$ cat src/rtl/core/hbsn_pkg.sv
// Package for the HDLC bit stuffing / NRZI serializer.
// Holds field widths, symbol counts and configuration register indexes.
// No dependencies.
`default_nettype none

package hbsn_pkg;

    localparam int DATA_W     = 8;   // frame byte width
    localparam int POS_W      = 4;   // byte position within the frame
    localparam int ONES_W     = 3;   // counted ones / run limit width
    localparam int TAKEN_W    = 4;   // data bits taken, 0..8
    localparam int CFG_ADDR_W = 1;
    localparam int CFG_DATA_W = 4;   // widest register: start_flag_bytes
    localparam int M_TDATA_W  = 8;
    localparam int M_TUSER_W  = 2;

    localparam logic [TAKEN_W-1:0] SYM_BITS = TAKEN_W'(DATA_W);
    localparam logic [POS_W-1:0]   POS_MAX  = '1;

    // Configuration register indexes
    localparam logic [CFG_ADDR_W-1:0] CFG_START_FLAG_BYTES = 1'b0;
    localparam logic [CFG_ADDR_W-1:0] CFG_ONES_RUN_LIMIT   = 1'b1;

    localparam logic [POS_W-1:0]  START_FLAG_BYTES_RST = 4'd2;
    localparam logic [ONES_W-1:0] ONES_RUN_LIMIT_RST   = 3'd5;

    // Fields of one output symbol
    typedef struct packed {
        logic run_last;
        logic frame_end;
        logic stuffed;
        logic line_level;
    } sym_t;

endpackage

`default_nettype wire

$ cat src/rtl/core/hdlc_bit_stuff_nrzi_serializer_core.sv
// A byte is registered on transfer, and its first symbol moves to the output register
// once that stage is free. Throughput: one symbol per cycle while m_tready keeps the
// output moving (8 data bits plus up to two stuffed zeros per byte); the single symbol
// stage sets this rate. The next byte is taken as the current byte's last symbol moves
// to the output register. Reset (aresetn, synchronous, active low) clears frame state
// and restores the configuration defaults: start_flag_bytes = 2, ones_run_limit = 5.
`default_nettype none

module hdlc_bit_stuff_nrzi_serializer_core (
    input  wire logic                            aclk,
    input  wire logic                            aresetn,
    // configuration write port
    input  wire logic                            cfg_we,
    input  wire logic [hbsn_pkg::CFG_ADDR_W-1:0] cfg_addr,
    input  wire logic [hbsn_pkg::CFG_DATA_W-1:0] cfg_wdata,
    // input byte stream
    input  wire logic                            s_tvalid,
    output      logic                            s_tready,
    input  wire logic [hbsn_pkg::DATA_W-1:0]     s_tdata,   // [7:0] data_byte
    input  wire logic                            s_tlast,   // frame_last
    // output symbol stream
    output      logic                            m_tvalid,
    input  wire logic                            m_tready,
    output      logic [hbsn_pkg::M_TDATA_W-1:0]  m_tdata,   // [0] line_level, [7:1] zero
    output      logic [hbsn_pkg::M_TUSER_W-1:0]  m_tuser,   // [0] stuffed, [1] frame_end
    output      logic                            m_tlast    // run_last
);
    import hbsn_pkg::*;

    // Configuration registers
    logic [POS_W-1:0]  start_flag_bytes_reg;
    logic [ONES_W-1:0] ones_run_limit_reg;

    // Byte under serialization
    logic                busy_reg;
    logic [DATA_W-1:0]   data_reg;
    logic                last_reg;
    logic                may_stuff_reg;
    logic                may_count_reg;
    logic [TAKEN_W-1:0]  taken_reg;
    logic [1:0]          stuff_cnt_reg;

    // Frame state
    logic [POS_W-1:0]    byte_pos_reg;
    logic                prev_level_reg;
    logic [ONES_W-1:0]   ones_count_reg;
    logic                stuff_pending_reg;

    // Output register
    logic                m_valid_reg;
    sym_t                sym_reg;

    // Symbol step signals
    logic                advance;
    logic                s_fire;
    logic                stuff;
    logic                bit_val;
    logic [ONES_W-1:0]   lim;
    logic [ONES_W-1:0]   ones_inc;
    logic [ONES_W-1:0]   ones_count_next;
    logic                stuff_pending_next;
    logic                level_next;
    logic [TAKEN_W-1:0]  taken_next;
    logic                byte_done;
    sym_t                sym_next;

    // Configuration decode
    always_ff @(posedge aclk) begin
        if (!aresetn) begin
            start_flag_bytes_reg <= START_FLAG_BYTES_RST;
            ones_run_limit_reg   <= ONES_RUN_LIMIT_RST;
        end else if (cfg_we) begin
            unique case (cfg_addr)
                CFG_START_FLAG_BYTES: start_flag_bytes_reg <= cfg_wdata;
                CFG_ONES_RUN_LIMIT:   ones_run_limit_reg   <= cfg_wdata[ONES_W-1:0];
                default: ;
            endcase
        end
    end

    // Emit a symbol whenever a byte is active and the output stage is free or drains.
    assign advance = busy_reg && (!m_valid_reg || m_tready);

    // A limit of zero behaves as one.
    assign lim = (ones_run_limit_reg == '0) ? ONES_W'(1) : ones_run_limit_reg;

    always_comb begin
        // Insert a zero only while the budget allows: at most two stuffs per byte.
        stuff   = stuff_pending_reg && may_stuff_reg && !stuff_cnt_reg[1];
        bit_val = stuff ? 1'b0 : data_reg[taken_reg[2:0]];
        taken_next = stuff ? taken_reg : taken_reg + TAKEN_W'(1);

        ones_inc = ones_count_reg + ONES_W'(1);
        if (bit_val && may_count_reg) begin
            ones_count_next    = ones_inc;
            stuff_pending_next = stuff_pending_reg;
        end else begin
            ones_count_next    = '0;
            stuff_pending_next = 1'b0;
        end
        // Run limit reached: request a stuff and restart the count.
        if (ones_count_next >= lim) begin
            stuff_pending_next = 1'b1;
            ones_count_next    = '0;
        end

        // NRZI: a zero toggles the line, a one holds it.
        level_next = bit_val ? prev_level_reg : ~prev_level_reg;
        byte_done  = (taken_next == SYM_BITS);

        sym_next.line_level = level_next;
        sym_next.stuffed    = stuff;
        sym_next.frame_end  = byte_done && last_reg;
        sym_next.run_last   = byte_done;
    end

    // Take a new byte when idle or as the current one finishes.
    assign s_tready = !busy_reg || (advance && byte_done);
    assign s_fire   = s_tvalid && s_tready;

    // Working byte and per-byte permissions
    always_ff @(posedge aclk) begin
        if (!aresetn) begin
            busy_reg     <= 1'b0;
            byte_pos_reg <= '0;
        end else begin
            if (s_fire) begin
                busy_reg <= 1'b1;
                // Advance the frame position; a last byte starts the next frame at zero.
                if (s_tlast) begin
                    byte_pos_reg <= '0;
                end else if (byte_pos_reg != POS_MAX) begin
                    byte_pos_reg <= byte_pos_reg + POS_W'(1);
                end
            end else if (advance && byte_done) begin
                busy_reg <= 1'b0;
            end
        end
    end

    always_ff @(posedge aclk) begin
        if (s_fire) begin
            data_reg      <= s_tdata;
            last_reg      <= s_tlast;
            may_stuff_reg <= !s_tlast && (byte_pos_reg >= start_flag_bytes_reg);
            may_count_reg <= !s_tlast && (byte_pos_reg != '0);
            taken_reg     <= '0;
            stuff_cnt_reg <= '0;
        end else if (advance) begin
            taken_reg <= taken_next;
            if (stuff) begin
                stuff_cnt_reg <= stuff_cnt_reg + 2'd1;
            end
        end
    end

    // Line and run state; drop everything after the final symbol of a frame.
    always_ff @(posedge aclk) begin
        if (!aresetn) begin
            prev_level_reg    <= 1'b0;
            ones_count_reg    <= '0;
            stuff_pending_reg <= 1'b0;
        end else if (advance) begin
            if (byte_done && last_reg) begin
                prev_level_reg    <= 1'b0;
                ones_count_reg    <= '0;
                stuff_pending_reg <= 1'b0;
            end else begin
                prev_level_reg    <= level_next;
                ones_count_reg    <= ones_count_next;
                stuff_pending_reg <= stuff_pending_next;
            end
        end
    end

    // Output register: hold while stalled, load on each symbol step.
    always_ff @(posedge aclk) begin
        if (!aresetn) begin
            m_valid_reg <= 1'b0;
        end else if (advance) begin
            m_valid_reg <= 1'b1;
        end else if (m_tready) begin
            m_valid_reg <= 1'b0;
        end
    end

    always_ff @(posedge aclk) begin
        if (advance) begin
            sym_reg <= sym_next;
        end
    end

    assign m_tvalid = m_valid_reg;
    assign m_tdata  = {{(M_TDATA_W-1){1'b0}}, sym_reg.line_level};
    assign m_tuser  = {sym_reg.frame_end, sym_reg.stuffed};
    assign m_tlast  = sym_reg.run_last;

endmodule

`default_nettype wire
$ cat config.mk
export PLATFORM = sky130hd
export DESIGN_NAME = hdlc_bit_stuff_nrzi_serializer_core
export DESIGN_NICKNAME = d
export VERILOG_FILES = /design/src/rtl/core/hbsn_pkg.sv /design/src/rtl/core/hdlc_bit_stuff_nrzi_serializer_core.sv
export SDC_FILE = /design/constraint.sdc
export NUM_CORES = 1
export LEC_CHECK = 0
export ABC_AREA = 1
export BUFFER_PORTS_ARGS = -buffer_cell sky130_fd_sc_hd__buf_2
export CAP_MARGIN = 5
export CELL_PAD_IN_SITES_DETAIL_PLACEMENT = 0
export CELL_PAD_IN_SITES_GLOBAL_PLACEMENT = 1
export CORE_MARGIN = 2
export CORE_UTILIZATION = 30
export DETAILED_ROUTE_END_ITERATION = 12
export HOLD_SLACK_MARGIN = 0.03
export PLACE_DENSITY_LB_ADDON = 0.1
export SETUP_SLACK_MARGIN = 0.2
export SYNTH_ARGS = -nofsm -noshare
export SYNTH_HDL_FRONTEND = slang
export SYNTH_SLANG_ARGS = --single-unit
$ cat constraint.sdc
create_clock -name aclk -period 4.31 [get_ports aclk]
set_clock_uncertainty 0.2 [all_clocks]
set_input_delay 0 -clock aclk [delete_from_list [all_inputs] [get_ports aclk]]
set_output_delay 0 -clock aclk [all_outputs]
set_load 0.01 [all_outputs]
==> metrics.txt, run 1 <==
H-tree levels=2; drt total wl=4030 microns; Core Area=between 0.006 and 0.007 sq mm; cell area after layout=0.00254 sq mm; Synth area leaders=dfxtp_1 (24%), edfxtp_1 (23%), nand2_1 (9.4%), inv_1 (7.3%), ha_1 (6.9%); Mapped Area=~0.002 sq mm; Synth top cells by count=nand2_1 (50), inv_1 (39), dfxtp_1 (24), nor2_1 (24), a21oi_1 (18); initial antenna violation count=0; worst hold path depth=2; post-synthesis sequential area ratio=46.7%; CP Class=in2reg; DP Wirelength=2790 microns; Vias/cell=4.38; Die Height=85.5 microns; cell with the most instances after synthesis=nand2_1; FMAX=353 MHz; Post-synth top flop=dfxtp_1; Yosys top cell area share=24.1%; setup violators final=0; Worst Tran Pin Value=0.589 ns; reg2reg start=taken_reg[0]$_SDFFE_PP0P_; Cell Rows=29; first-pass GRT wire length=around 6900 microns; Max Root-Sink Buffers=2; CTS clk-pin slew, worst paths=0.07 ns; Final period util=roughly two thirds; CP Launch Type=input pin; critical path arrival=roughly 2.8 ns; clk sinks=39; total CTS buffers=5; # port buffers=24; Critical Path Source=cfg_addr; layout cell share with drive strength beyond 1=13.8%; minimum clock period=2.84 ns; initial cell density of the core=31.2%; Syn Inst Count=239; PwrDens=317 mW/mm^2; worst-path fanout max=5; r2r setup slk=about 1.6 ns; final hold vios=0; largest area contributor in the netlist=dfxtp_1; DP Area=0.00217 sq mm; grt ovf=0; maximum number of pins on one net before global-route repair=19; GR Util All Layers=approximately an eighth; Leak Pwr=approximately 1.1 nW; vias in the first global route=between 1500 and 2000; DR vias=1639; Mean Syn Cell Area=8.33 sq um; Starting DRT DRC Count=44; Max-Slew Margin vs Limit=between 60% and 70%; Hold Path Class=in2reg; VDD IR max=0.107 mV; RSZ-0062 raised after global routing=false; Post-CTS Setup Bufs=0; Worst Reg-to-Reg Cells=16; worst skew pair latency=around 0.29 ns; Area Growth Syn to Fin=27.4%; Worst R2R End=stuff_pending_reg$_SDFFE_PN0P_; Max Cap Violations=0; Hold Buf Count CTS=29; Antenna Nets Post-Route=0; WL/cell=10.8 microns; DRC=0; max reg flops=8; TritonCTS clock tree=done; Antenna Cells=0; Root Driver=clkbuf_8; status=finished clean; die span in x=85.5 microns; Post-synth ARST share=0%; Yosys cell types=31; Die ar.=0.00731 sq mm; CP Capture Point=start_flag_bytes_reg[3]$_SDFFE_PN0P_; CP required=between 4 and 5 ns; TritonRoute pass-1 iters=4; YS warnings=0; Max Slew Vio Count=0; setup_tns=0 ns; cts repair resizes=0; nets=326; io pins=32; EDFF count, synth=15; synthesized flop and latch total=39; endpoint class of the critical path=flip-flop; gpl congestion=0.731
## cell type report
cell class / instances / area (sq um)
Sequential cell: 39 / 931
Clock inverter: 1 / 5.00
Multi-Input combinational cell: 157 / 868
Tap cell: 77 / 96.3
Clock buffer: 7 / 76.3
Timing Repair Buffer: 53 / 410
Inverter: 40 / 150
Fill cell: 674 / 3850
## power by group
| part | internal (mW) | switching [mW] |
|---|---|---|
| clock network | 0.114 | 0.123 |
| logic | 0.0624 | 0.0812 |
| registers | 0.409 | 0.0164 |
| total | 0.585 | 0.221 |
## per-layer routing
metal	GRT usage (%)	routed length (microns)
met3	3.40	149
met2	19.3	1850
met4	4.33	65
met1	15.1	1960
met5	0	0
## worst min-delay path by stage
stage               start                     to
5_1_grt        s_tdata[1]  data_reg[1]$_DFFE_PP_
4_1_cts        s_tdata[0]  data_reg[0]$_DFFE_PP_
3_5_place_dp   s_tdata[2]  data_reg[2]$_DFFE_PP_
6_report       s_tdata[6]  data_reg[6]$_DFFE_PP_
2_1_floorplan  s_tdata[0]  data_reg[0]$_DFFE_PP_
3_3_place_gp   s_tdata[4]  data_reg[4]$_DFFE_PP_
## logic make-up (layout without fill, tap and decap cells)
kind of cell | Yosys count | after routing | synth area share (%)
other cells | 1 | 7 | 0.188
flops | 39 | 39 | 46.7
simple gates | 101 | 101 | 23.8
fa+ha+maj | 11 | 11 | 6.91
xor+xnor | 3 | 3 | 1.32
compound gates | 35 | 35 | 10.2
buf+inv | 49 | 101 | 10.8
## stage by stage
stage / setup slack [ns] / power, mW / instances / hold WS [ns] / util, %
after floorplan: 2.04 / 0.524 / 245 / -0.101 / -
after global placement: 1.62 / 0.558 / 337 / -0.0213 / 33.9
after global routing: 1.26 / 0.860 / 374 / 0.216 / 39.7
after CTS: 1.51 / 0.820 / 374 / 0.203 / 39.7
final: 1.47 / 0.805 / 374 / 0.224 / 39.7
after detailed placement: 1.60 / 0.558 / 337 / -0.0215 / 33.9
## cell usage in the layout (no fill, tap or decap), types with 3 or more instances in the layout
cell,netlist,final
dlygate4sd3_1,0,29
o21ai_0,6,6
conb_1,1,7
nand3_1,14,14
dfxtp_1,24,24
nor2_1,24,24
edfxtp_1,15,15
buf_2,1,24
inv_1,39,39
nand2_1,50,50
a21oi_1,18,18
clkbuf_8,0,5
nand3_4,3,3
ha_1,11,11
## critical path: stages
cell	delay, ns
dlygate4sd3_1	0.53
buf_2	0.12
nor2_1	0.20
dlygate4sd3_1	0.59
inv_1	0.08
o21ai_0	0.15
dlygate4sd3_1	0.57
a21oi_1	0.04
dlygate4sd3_1	0.55
No activity file was read; power rests on OpenSTA's default activity.
==> run 2: changes to the inputs <==
- clock period: 4.31 -> 2.4 ns (I/O delays scaled with it)
==> run 2 against run 1 <==
Net effect: sequential power rose by 80%; wire length rose by 6.9%; worst hold slack got worse by 0.0052 ns; critical path type is now reg2reg; largest cell class unchanged.
==> metrics.txt, run 2 (synthesis results as in run 1) <==
die span in x=85.5 microns; critical path arrival=2.35 ns; endpoint class of the critical path=flip-flop; Leak Pwr=1.22 nW; WL/cell=11.1 microns; grt ovf=0; most common cell after layout, fill and taps aside=nand2_1; H-tree levels=2; Starting DRT DRC Count=45; maximum number of pins on one net before global-route repair=18; VDD IR max=0.320 mV; cell area after layout=0.00272 sq mm; Core Area=0.00639 sq mm; Die Height=85.5 microns; drt total wl=~4300 microns; initial cell density of the core=31.2%; total CTS buffers=5; Die ar.=0.00731 sq mm; io pins=32; vias in the first global route=~1700; max reg flops=8; CTS clk-pin slew, worst paths=~0.080 ns; Final period util=96.7%; nets=~340; TritonCTS clock tree=done; setup violators final=0; FMAX=431 MHz; CP required=about 2.4 ns; DP Area=0.00222 sq mm; DR vias=1697; worst-path fanout max=7; CP Class=reg2reg; DRC=0; Util after Layout=42.6%; Antenna Nets Post-Route=0; TritonRoute pass-1 iters=4; initial antenna violation count=0; Hold Path Class=in2reg; PwrDens=about 560 mW/mm^2; RSZ-0062 raised after global routing=true; Cell Count Post-Placement=344; gpl congestion=0.715; minimum clock period=2.32 ns; Antenna Cells=0; Filler Cells Inserted=685; Cell Rows=29; Max Cap Violations=0; Area Growth Syn to Fin=36.7%; GR Util All Layers=between 10% and 20%; Max Root-Sink Buffers=2; worst skew pair latency=a little under 0.3 ns; DP Wirelength=2970 microns; first-pass GRT wire length=~7300 microns; # port buffers=24; Max Slew Vio Count=0; Root Driver=clkbuf_8; status=finished clean; commonest cells after routing, fill and taps aside=nand2_1 (42), inv_1 (37), dlygate4sd3_1 (32), buf_2 (24); final hold vios=0; CP Launch Type=flip-flop; clk sinks=39; Vias/cell=around 4.4; setup_tns=0 ns; Finished Layout Cells=387; layout cell share with drive strength beyond 1=a little under a quarter
[run 2: changes by cell type in the layout (fill, tap and decap cells not counted), moves of 3 or more]
cell / before / now
dlygate4sd3_1: 29 / 32
nand2_1: 50 / 42
buf_4: 0 / 10
nand3_2: 0 / 5
nand3_1: 14 / 9
nand2_2: 2 / 10
[run 2: power by group]
group	switching (mW)	internal, mW
Clock	0.243	0.202
Combinational	0.166	0.149
Sequential	0.0319	0.735
[run 2: worst paths after layout]
path | start | to | slack [ns] | cells after the start
max | taken_reg[0]$_SDFFE_PP0P_ | stuff_pending_reg$_SDFFE_PN0P_ | 0.08 | 17
min | s_tdata[6] | data_reg[6]$_DFFE_PP_ | 0.22 | 2
max reg2reg | taken_reg[0]$_SDFFE_PP0P_ | stuff_pending_reg$_SDFFE_PN0P_ | 0.08 | 17
min reg2reg | start_flag_bytes_reg[2]$_SDFFE_PN0P_ | start_flag_bytes_reg[2]$_SDFFE_PN0P_ | 0.27 | 2
[run 2: critical path, stage by stage (launching register included)]
cell     delay [ns]
dfxtp_4        0.38
inv_6          0.08
nand2_2        0.05
nand2_2        0.06
nand2_2        0.05
nand3_2        0.06
nand3_2        0.08
nor2_2         0.10
inv_1          0.06
nor2_1         0.09
ha_1           0.26
a21oi_1        0.12
o21ai_1        0.07
a31oi_1        0.19
nand3_1        0.13
nand2_2        0.11
nand2_2        0.05
a21oi_2        0.11
[run 2: layout make-up]
cell class | instances | area (sq um) | area share (%)
flip-flops and latches | 39 | 936 | 34.4
multi-input cells | 157 | 931 | 34.2
repair buffers | 66 | 515 | 18.9
inverters | 40 | 155 | 5.70
well taps | 77 | 96.3 | 3.54
clock buffers | 5 | 68.8 | 2.53
clock inverters | 3 | 20.0 | 0.735
[run 2: timing repair]
action                                  4_1_cts  5_1_grt
hold endpoints to repair                     29        0
hold buffers                                 33        0
endpoints found under the setup margin        4        6
pin swaps                                     3        0
buffers inserted                              3        0
gates resized for setup                       7       18
[run 2: through the flow]
stage,setup slack [ns],hold slack (ns),total power [mW]
after floorplan,0.222,-0.101,0.944
after global placement,0.0505,-0.0229,1.02
after detailed placement,0.00383,-0.0208,1.02
after CTS,0.101,0.204,1.54
after global routing,-0.121,0.207,1.63
final,0.0784,0.219,1.53
[run 2: metal layers]
layer	part of all wire [%]	wire (microns)	global-route usage [%]
met5	0	0	0
met4	1.1	48	4.33
met3	2.6	111	2.92
met2	49	2110	21.4
met1	47	2040	15.7
==> run 3: changes to the inputs <==
--- a/config.mk
+++ b/config.mk
@@ -6,5 +6,4 @@
 export NUM_CORES = 1
 export LEC_CHECK = 0
-export ABC_AREA = 1
 export BUFFER_PORTS_ARGS = -buffer_cell sky130_fd_sc_hd__buf_2
 export CAP_MARGIN = 5
@@ -16,5 +15,4 @@
 export HOLD_SLACK_MARGIN = 0.03
 export PLACE_DENSITY_LB_ADDON = 0.1
-export SETUP_SLACK_MARGIN = 0.2
 export SYNTH_ARGS = -nofsm -noshare
 export SYNTH_HDL_FRONTEND = slang
==> constraint.sdc (replaced) <==
create_clock -name aclk -period 2.4 [get_ports aclk]
set_clock_uncertainty 0.2 [all_clocks]
set_input_delay 0.24 -clock aclk [delete_from_list [all_inputs] [get_ports aclk]]
set_output_delay 0.24 -clock aclk [all_outputs]
set_load 0.01 [all_outputs]
==> run 3 against run 2 <==
Net effect: the flow now finishes with violations (setup timing); sequential share of layout area is 0.68 points lower; core utilization rose by 0.86 points; via count shrank 3.7%; cell area rose by 2.0%; register-to-register slack got worse by 0.60 ns; first-iteration DRC count up 4.4%; worst hold slack got worse by 0.18 ns; sequential power is essentially flat; critical path depth shrank 1; non-clock buffer count grew 8; die area stayed put.
==> metrics.txt, run 3 <==
TritonCTS clock tree=done; Yosys cell types=47; post-synthesis sequential area ratio=46.7%; Core Area=0.00639 sq mm; Mapped Area=0.00199 sq mm; final worst slack=-0.524 ns; initial antenna violation count=0; Synth top cells by count=dfxtp_1 (24), nand2_1 (19), edfxtp_1 (15), inv_1 (15), nor2_1 (13); largest area contributor in the netlist=dfxtp_1; Hold Path Class=in2reg; GR Util All Layers=13.1%; Tot Pwr=between 1.5 and 2 mW; endpoint class of the critical path=flip-flop; clk sinks=39; Max Slew Vio Count=0; Leak Pwr=1.21 nW; drt total wl=4600 microns; Antenna Nets Post-Route=0; gpl congestion=0.805; Synth area leaders=dfxtp_1 (24%), edfxtp_1 (23%), ha_1 (6.9%), nand2_1 (3.6%), mux2i_1 (3.5%); DP Area=roughly 0.0023 sq mm; Die ar.=0.00731 sq mm; final hold vios=0; maximum number of pins on one net before global-route repair=15; status=finished, violations left; worst skew pair latency=0.29 ns; CTS clk-pin slew, worst paths=0.08 ns; Antenna Cells=0; CP Launch Type=flip-flop; vias in the first global route=1621; Yosys top cell area share=approximately 24%; Max Cap Violations=0; H-tree levels=2; commonest cells after routing, fill and taps aside=buf_4 (28), buf_2 (24), dfxtp_1 (22), nand2_1 (19); Final period util=122%; synthesized flop and latch total=39; CP Class=reg2reg; max reg flops=8; nets=300; layout cell share with drive strength beyond 1=33.6%; Mean Syn Cell Area=10.1 sq um; first-pass GRT wire length=7550 microns; failing checks=setup timing; Cell Count Post-Placement=309; RSZ-0062 raised after global routing=true; # port buffers=24; YS warnings=0; critical path arrival=2.95 ns; cell with the most instances after synthesis=dfxtp_1; Max Root-Sink Buffers=2; FMAX=342 MHz; Vias/cell=4.70; worst-path fanout max=4; EDFF count, synth=15; DR vias=1634; WL/cell=13.2 microns; most common cell after layout, fill and taps aside=buf_4; CP required=between 2 and 2.5 ns; VDD IR max=0.284 mV; grt ovf=0; io pins=32; initial cell density of the core=31.2%; DP Wirelength=3190 microns; PwrDens=601 mW/mm^2; Syn Inst Count=197; Starting DRT DRC Count=47; Post-synth ARST share=0%; Finished Layout Cells=about 350; TritonRoute pass-1 iters=4; cell area after layout=0.00278 sq mm; minimum clock period=about 2.9 ns; DRC=0; Root Driver=clkbuf_8; die span in x=85.5 microns; total CTS buffers=5; Post-synth top flop=dfxtp_1; Cell Rows=29; Die Height=between 80 and 90 microns; Area Growth Syn to Fin=39.4%; setup violators final=5; Post-Place Setup Slack=-0.359 ns
## run 3: per-stage QoR
| step | hold WS [ns] | utilization [%] | TNS, ns |
|---|---|---|---|
| floorplan | 0.136 | - | -0.681 |
| global placement | 0.217 | 36.4 | -0.773 |
| detailed placement | 0.218 | 36.4 | -1.06 |
| CTS | 0.0318 | 42.2 | -1.10 |
| global route | 0.0515 | 43.5 | -2.03 |
| finish | 0.0407 | 43.5 | -1.50 |
## run 3: where the power goes
group          switching, mW  internal, mW
registers             0.0321         0.738
logic                  0.196         0.253
clock network          0.247         0.202
total                  0.475          1.19
## run 3: logic make-up (layout without fill, tap and decap cells)
kind of cell / Yosys count / after routing / share of synthesized area [%]
AND/OR/NAND/NOR: 66 / 66 / 16.9
flip-flops: 39 / 39 / 46.7
AO/OA/AOI/OAI: 38 / 38 / 13.7
buffers and inverters: 29 / 97 / 8.61
adder cells (fa/ha/maj): 11 / 11 / 6.91
multiplexers: 9 / 9 / 5.21
XOR/XNOR: 4 / 4 / 1.76
other: 1 / 7 / 0.188
## run 3: worst paths after layout
| path | cells after the start | start | to | slack (ns) |
|---|---|---|---|---|
| max | 16 | taken_reg[1]$_SDFFE_PP0P_ | ones_count_reg[0]$_SDFFE_PN0P_ | -0.52 |
| min | 2 | aresetn | ones_run_limit_reg[0]$_SDFFE_PN1P_ | 0.04 |
| max reg2reg | 16 | taken_reg[1]$_SDFFE_PP0P_ | ones_count_reg[0]$_SDFFE_PN0P_ | -0.52 |
| min reg2reg | 2 | stuff_cnt_reg[1]$_SDFFE_PP0P_ | stuff_cnt_reg[1]$_SDFFE_PP0P_ | 0.27 |
## run 3: layout make-up
cell class,count,area [sq um]
tap,77,96.3
timing repair buffer,74,568
clock inverter,3,20.0
multi-input combinational,135,1030
fill,633,3610
sequential,39,936
clock buffer,5,68.8
inverter,15,56.3
## run 3: metal layers
metal / GRT usage, % / vias up / share of wire [%]
met4: 4.91 / 0 / 2.1
li1: - / 825 / -
met5: 0 / - / 0
met2: 22.2 / 37 / 51
met3: 3.70 / 10 / 3.9
met1: 15.6 / 762 / 44
## run 3: critical path, cell delays in order (launching register included)
cell      delay, ns
dfxtp_4        0.37
buf_6          0.11
mux4_2         0.25
nor2_4         0.05
nor4b_4        0.36
nand2b_1       0.14
buf_4          0.15
buf_4          0.13
buf_4          0.12
buf_4          0.12
buf_4          0.13
buf_4          0.12
buf_4          0.12
buf_4          0.12
buf_4          0.12
buf_4          0.12
o21ai_1        0.12
## run 3: what timing repair did
action | CTS | global route
endpoints found under the setup margin | 5 | 9
hold buffers | 15 | 0
gates resized for setup | 15 | 9
pin swaps | 4 | 12
setup buffers | 11 | 5
hold endpoints to repair | 18 | 0
